[src/rtl/kwm_pkg.sv]
// Package for the k-way sorted merge: status codes, commands and shared types.
// No dependencies.
package kwm_pkg;
  localparam logic [1:0] ST_OK    = 2'd0;
  localparam logic [1:0] ST_FULL  = 2'd1;
  localparam logic [1:0] ST_EMPTY = 2'd2;
  localparam logic CMD_PUSH = 1'b0;
  localparam logic CMD_POP  = 1'b1;
  localparam int unsigned VAL_W = 32;
  localparam int unsigned ID_W  = 3;

  typedef struct packed {
    logic             found;
    logic [5:0]       idx;
  } kwm_sel_t;
endpackage

[src/rtl/kwm_select.sv]
// Minimum search over list heads, lowest index wins ties, signed compare.
// Depends on kwm_pkg.
module kwm_select
  import kwm_pkg::*;
#(
  parameter int unsigned LISTS = 8,
  parameter int unsigned LW    = 3
) (
  input  logic [LISTS-1:0]            hvalid,
  input  logic signed [VAL_W-1:0]     hvalue [LISTS],
  output kwm_sel_t                    sel
);
  logic              found;
  logic [LW-1:0]     best;
  logic signed [VAL_W-1:0] bv;

  always_comb begin
    found = 1'b0;
    best  = '0;
    bv    = '0;
    for (int i = 0; i < LISTS; i++) begin
      if (hvalid[i] && (!found || hvalue[i] < bv)) begin
        found = 1'b1;
        best  = LW'(i);
        bv    = hvalue[i];
      end
    end
    sel.found = found;
    sel.idx   = 6'(best);
  end
endmodule

[config.mk]
export PLATFORM = sky130hd
export DESIGN_NAME = kwm_select
export DESIGN_NICKNAME = d
export VERILOG_FILES = /design/src/rtl/kwm_pkg.sv /design/src/rtl/kwm_select.sv
export SDC_FILE = /design/constraint.sdc
export NUM_CORES = 1
export LEC_CHECK = 0
export BUFFER_PORTS_ARGS = -buffer_cell sky130_fd_sc_hd__buf_2
export CAP_MARGIN = 20
export CELL_PAD_IN_SITES_DETAIL_PLACEMENT = 1
export CELL_PAD_IN_SITES_GLOBAL_PLACEMENT = 1
export CORE_ASPECT_RATIO = 0.7
export CORE_MARGIN = 2
export CORE_UTILIZATION = 30
export DETAILED_ROUTE_END_ITERATION = 10
export MAX_ROUTING_LAYER = met4
export PLACE_DENSITY = 0.8
export SLEW_MARGIN = 20
export SYNTH_ARGS = -nofsm -noshare
export SYNTH_HDL_FRONTEND = slang
export SYNTH_SLANG_ARGS = --single-unit
export TNS_END_PERCENT = 30
[constraint.sdc]
create_clock -name vclk -period 35
set_input_delay 8.75 -clock vclk [all_inputs]
set_output_delay 8.75 -clock vclk [all_outputs]
set_load 0.05 [all_outputs]
### Word-level counts from Yosys, hierarchy flattened

Index checks and enable logic that the tools add are counted.

* register bits: 0
* input port bits: 264

* $lt $le $gt $ge: 7
* reductions and logical operators: 21
* multiplexer cells: 22

Operator list (count)
* 32-bit less-than comparator: 7
* 32-bit two-way mux: 7
* 3-bit two-way mux: 6
* 1-bit two-way mux: 9
* 1-bit logical AND: 7
* 1-bit zero test: 7
* 1-bit logical OR: 7

### Logic depth before layout (Yosys ltp)

Gate-level depths: netlist of run 1.

* depth after elaboration: 29
* mapped depth: 88

### Worst setup path after synthesis of run 1

No wires, ideal clock.

* path type: input port to output port
* start: input port hvalid[0]
* end: output port sel[1] (netlist name)
* arrival time: 26.623 ns
* buffers on the path: 10
* path slack: -0.373 ns
* data required time: 26.250 ns
* stages on the path: 81
* cells stage by stage: buf_2 -> buf_1 -> nand2_1 -> ha_1 -> a21oi_1 -> nand2_1 -> a221o_1 -> a211o_1 -> or4b_1 -> nand3_1 -> buf_2 -> mux2_2 -> ha_1 -> a21oi_1 -> o21ai_0 -> a221o_1 -> a211o_1 -> nor2_1 -> [45 not listed] -> o32ai_1 -> nor2_2 -> buf_2 -> mux2_2 -> ha_1 -> a21o_1 -> a21o_1 -> a21o_1 -> a21o_1 -> a21o_1 -> a21o_1 -> a221o_1 -> a221o_1 -> a21oi_1 -> nor2_1 -> o21ai_0 -> a21o_1 -> o311ai_0

RTL lines
* start: declaration: line kwm_select.sv:9 `input logic [LISTS-1:0] hvalid,`
* end: declaration: line kwm_select.sv:11 `output kwm_sel_t sel`

==> run_results.csv, run 1 <==
group,metric,value,unit
synthesis,netlist_top_cells_area,"ha_1, mux2_2, inv_1",
status,outcome,"finished with violations",
sta,worst_pin_slew,727,ps
synthesis,syn_area,8890,um^2
route,wl,41.3,mm
floorplan,die_x,210,um
setup_path,slowest_stage,"or4b_4",
sta,rsz0062_at_grt,"yes",
sta,setup_viol,3,
sta,relSlewSlack,51.5,%
global_routing,grt_max_degree,40,
sta,fmax,28.5,MHz
status,violations,"setup timing",
synthesis,synth_cell_type_count,67,
hold_path,hold_path_depth,3,
route,ant_nets,0,
floorplan,rows,52,
place,numPortBuffers,268,
synthesis,syn-mean-instance-area,7.28,um^2
pwr,power_density,51.4,nW/um^2
setup_path,criticalPathCategory,"input pin to primary output",
cells_and_area,final_layout_size_suffix_gt1_share,45.9,%
synthesis,synth.largest_area_cell,"ha_1",
synthesis,synth_xor_area_share,0.197,%
setup_path,path_max_fanout,21,
setup_path,crit_family,"compound AO/OA/AOI/OAI gates",
synthesis,synth_warnings,0,
floorplan,core_area,29000,um^2
synthesis,synthSimpleGateAreaFrac,20.2,%
setup_path,critPathBufInv,13,
global_routing,first_global_vias,11900,
floorplan,die_y,148,um
synthesis,ys_seq_area_share,0,%
place,placed_area,12100,um^2
sta,setup_slack,-43.0,ps
route,drc,0,
sta,fin_crit_sh,100,%
cells_and_area,regArea,0,um^2
floorplan,pin_count,271,
place,place_inst,2032,
synthesis,synth_cells,1221,
setup_path,endpoint_kind,"primary output",
cells_and_area,nNetsFinal,2170,
route,dr.pass1.iters,4,
place,dp_hpwl,34.6,mm
cells_and_area,utilization,46.5,%
setup_path,arrival,26290,ps
hold_path,hold_class,"input pin to primary output",
synthesis,synth.area.mux_share,15.4,%
place,gp_congestion,0.904,
global_routing,grt_usage,25.7,%
synthesis,yosysTopAreaCellShare,30.5,%
hold_path,holdPathEnd,"sel[6]",
global_routing,grt_overflow_total,0,
route,viasPerCell,5.36,
sta,slew_violations,0,
pwr,peakVddDrop,0.0253,mV
setup_path,cp_common_cell,"a21o_1",
setup_path,crit_start,"hvalid[0]",
pwr,fin_total_pwr,694,uW
cells_and_area,fin_cells,2075,
synthesis,synth_fa_ha_area_share,30.5,%
cells_and_area,seq_cells,0,
sta,hold_viol,0,
sta,period_minus_slack,35040,ps
hold_path,hold_start,"hvalid[7]",
route,vias,11100,
synthesis,synth_top_family_by_area,"adder cells",
setup_path,cp.required,26250,ps
job,drv_cap,0,
floorplan,initial_core_util,30.6,%
cells_and_area,area_growth,51.9,%
route,drt-initial-drc-count,469,
cells_and_area,nClkBuffers,0,
floorplan,dieArea,31000,um^2
setup_path,worstSetupPathDepth,86,
cells_and_area,design_area,13500,um^2
route,drt-wirelength-per-cell,19.9,um
global_routing,antenna_found_initial,10,
synthesis,synth_compound_area_share,24.8,%
setup_path,max_stage_delay,530,ps
global_routing,grt_pass1_wl,62.6,mm
pwr,power.leakage,6.94,nW
setup_path,start_kind,"input pin",
-- routing by layer --
layer  up-vias  wire length (um)  global-route usage (%)
li1       5436                 -                       -
met1      5434             20100                    35.2
met2       240             19000                    42.3
met3        22              1740                    2.23
met4         0               390                    3.05
met5         -                 0                       -
-- worst max-delay path by stage --
stage | end
after global placement | sel[1]
after global routing | sel[1]
after detailed placement | sel[1]
final | sel[1]
after floorplan | sel[2]
after CTS | sel[1]
-- final cells by class --
class	instances	area, um^2
multi-input combinational	1031	9030
fill	3610	15500
inverter	136	510
antenna	10	25.0
timing repair buffer	520	3460
tap	378	473
-- worst min-delay path, delay by kind of cell --
kind / cells / cell delay, ps
buffers and inverters: 2 / 350
and+or+nand+nor: 1 / 100
-- stage by stage --
step | hold slack [ps] | setup TNS, ps | setup slack (ps)
3_5_place_dp | 17940 | -4830 | -1620
6_report | 17940 | -82.6 | -43.0
5_1_grt | 17950 | -2490 | -847
4_1_cts | 17940 | 0 | 25.9
2_1_floorplan | 17760 | 0 | 33.4
3_3_place_gp | 17920 | -2680 | -912
-- placed cells by master (no fill, tap or decap), drive strengths merged, types with 8 or more instances in the layout --
cell	count
buf	517
ha	217
inv	136
nand2	103
a21oi	96
mux2	93
nor2	73
o21ai	48
a21o	45
nand2b	38
or2	35
o311ai	34
o31ai	34
nand4	32
mux2i	32
nand3	22
nor3	16
nor2b	12
diode	10
o21a	9
or3	8
a31oi	8
-- synth_stat cells, types with 3 or more instances --
library cell	n
ha_1	217
inv_1	136
nand2_1	103
a21oi_1	96
mux2_2	93
nor2_1	72
a21o_1	45
o21ai_0	45
nand2b_1	38
o311ai_0	34
or2_2	34
o31ai_1	33
clkbuf_1	32
mux2i_1	32
nand4_1	32
nand3_1	22
nor3_1	15
buf_2	14
nor2b_1	12
o21a_1	9
a31oi_1	8
or3_1	8
o211ai_1	7
buf_4	6
a211oi_1	5
a221o_1	5
a2111o_1	4
and4_1	4
a211o_1	3
a21boi_0	3
a31o_2	3
buf_6	3
nor4_1	3
o21ai_1	3
or4_1	3
-- power breakdown --
part,leakage [nW],total (mW),internal [mW],switching [mW]
registers,0,0,0,0
clock network,0.0000634,0.0000000383,0.0000000382,0
logic,6.94,0.694,0.350,0.344
total,6.94,0.694,0.350,0.344
-- cells by family after synthesis --
logic type	Yosys count
and+or+nand+nor	357
AOI/OAI and AO/OA	327
adders and majority gates	217
buffers and inverters	192
muxes	125
xor gates and xnor gates	2
other	1
-- what timing repair did --
action / 4_1_cts / 5_1_grt
pin swaps: 28 / 44
endpoints found under the hold margin: 0 / 0
setup buffers: 17 / 12
hold buffers: 0 / 0
gates resized for setup: 95 / 105
cloned: 2 / 3
setup endpoints to repair: 3 / 3
Power figures use the tool's default switching activity.
==> run 2: changes to the inputs <==
--- a/config.mk
+++ b/config.mk
@@ -6,7 +6,7 @@
 export NUM_CORES = 1
 export LEC_CHECK = 0
 export BUFFER_PORTS_ARGS = -buffer_cell sky130_fd_sc_hd__buf_2
-export CAP_MARGIN = 20
+export CAP_MARGIN = 30
 export CELL_PAD_IN_SITES_DETAIL_PLACEMENT = 1
 export CELL_PAD_IN_SITES_GLOBAL_PLACEMENT = 1
 export CORE_ASPECT_RATIO = 0.7
==> constraint.sdc (replaced) <==
create_clock -name vclk -period 28.7
set_input_delay 7.175 -clock vclk [all_inputs]
set_output_delay 7.175 -clock vclk [all_outputs]
set_load 0.05 [all_outputs]
==> run 2 against run 1 <==
Net effect:
- the run still ends with setup timing left
- first-iteration DRC count increased by 41%
- critical path depth rose by 2
- setup slack worse by 3500 ps
- sequential share of layout area is the same
- critical endpoint unchanged
==> run_results.csv, run 2 (synthesis gave the netlist of run 1 again) <==
group,metric,value,unit
sta,fin_crit_sh,112,%
setup_path,endpoint_kind,"primary output",
pwr,power_density,60.0,nW/um^2
global_routing,first_global_vias,12400,
cells_and_area,regArea,0,um^2
place,dp_hpwl,37.1,mm
clock_tree,postCtsHoldBufs,0,
cells_and_area,area_growth,61.3,%
cells_and_area,layout_common_cells,"buf_4, buf_2, ha_1",
setup_path,start_kind,"input pin",
pwr,power.leakage,7.43,nW
global_routing,grt_pass1_wl,66.4,mm
place,gp_congestion,0.939,
floorplan,initial_core_util,30.6,%
floorplan,die_x,210,um
cells_and_area,num-fill-cells,3605,
sta,worst_pin_slew,984,ps
sta,rsz0062_at_grt,"yes",
sta,slew_violations,0,
setup_path,criticalPathCategory,"input pin to primary output",
sta,relSlewSlack,34.1,%
sta,setup_slack,-3560,ps
cells_and_area,layout_commonest_cell,"buf_4",
hold_path,hold_class,"input pin to primary output",
setup_path,arrival,25090,ps
route,wl,44.5,mm
floorplan,core_area,29000,um^2
setup_path,path_max_fanout,13,
global_routing,antenna_found_initial,17,
route,viasPerCell,5.42,
sta,hold_viol,0,
global_routing,grt_usage,27.5,%
cells_and_area,seq_cells,0,
route,drt-wirelength-per-cell,20.5,um
cells_and_area,final_layout_size_suffix_gt1_share,48.5,%
sta,period_minus_slack,32260,ps
pwr,peakVddDrop,0.0264,mV
sta,fmax,31.0,MHz
cells_and_area,nClkBuffers,0,
floorplan,pin_count,271,
cells_and_area,design_area,14300,um^2
setup_path,slowest_stage,"or4b_4",
global_routing,grt_overflow_total,0,
floorplan,dieArea,31000,um^2
route,vias,11800,
cells_and_area,nNetsFinal,2255,
status,violations,"setup timing",
route,drt-initial-drc-count,662,
job,drv_cap,0,
floorplan,die_y,148,um
sta,setup_viol,3,
setup_path,cp.required,21520,ps
status,outcome,"finished with violations",
route,ant_nets,0,
route,drc,0,
place,placed_area,13600,um^2
cells_and_area,utilization,49.4,%
global_routing,grt_max_degree,39,
floorplan,rows,52,
place,numPortBuffers,268,
setup_path,max_stage_delay,590,ps
route,dr.pass1.iters,5,
## run 2: worst max-delay path: cells and delay by family
kind	cells	cell delay (ps)
AOI/OAI and AO/OA	42	8340
buffers and inverters	18	2720
adders and majority gates	7	1890
muxes	4	1160
and+or+nand+nor	17	3740
## run 2: final cells by class
| cell class | count | area [um^2] | share of cell area (%) |
|---|---|---|---|
| inverters | 136 | 510 | 3.56 |
| repair buffers | 602 | 4100 | 28.6 |
| multi-input cells | 1034 | 9210 | 64.2 |
| diodes | 18 | 45.0 | 0.314 |
| well taps | 378 | 473 | 3.30 |
## run 2: final timing paths
path                  startpoint      to  slack, ps  depth (start not counted)
worst min-delay path   hvalid[7]  sel[6]      14860                          3
worst max-delay path   hvalid[0]  sel[1]      -3560                         88
## run 2: repair_timing
action                     CTS  global route
setup endpoints to repair    3             3
cloned                       4             2
pin swaps                   15            20
gates resized for setup     56            33
buffers inserted            14            10
## run 2: through the flow
stage                     setup slack (ps)  cells  TNS [ps]  power, mW  hold WS [ps]
after floorplan                      -1590   1223     -4680      0.477         14610
after global placement               -2920   2119     -8720      0.740         14770
after detailed placement             -3740   2120    -11170      0.783         14770
after CTS                            -2950   2138     -8750      0.824         14770
after global routing                 -4300   2167    -12820      0.935         14850
final                                -3560   2168    -10620      0.860         14860
## run 2: where the power goes
group / switching [mW] / internal [mW] / total, mW
registers: 0 / 0 / 0
clock network: 0 / 0.0000000841 / 0.0000000842
logic: 0.423 / 0.437 / 0.860
## run 2: per-layer routing
layer	wire (um)	GRT usage [%]
met4	763	3.90
met2	20200	44.9
met1	21400	37.2
met5	0	-
met3	2220	3.19
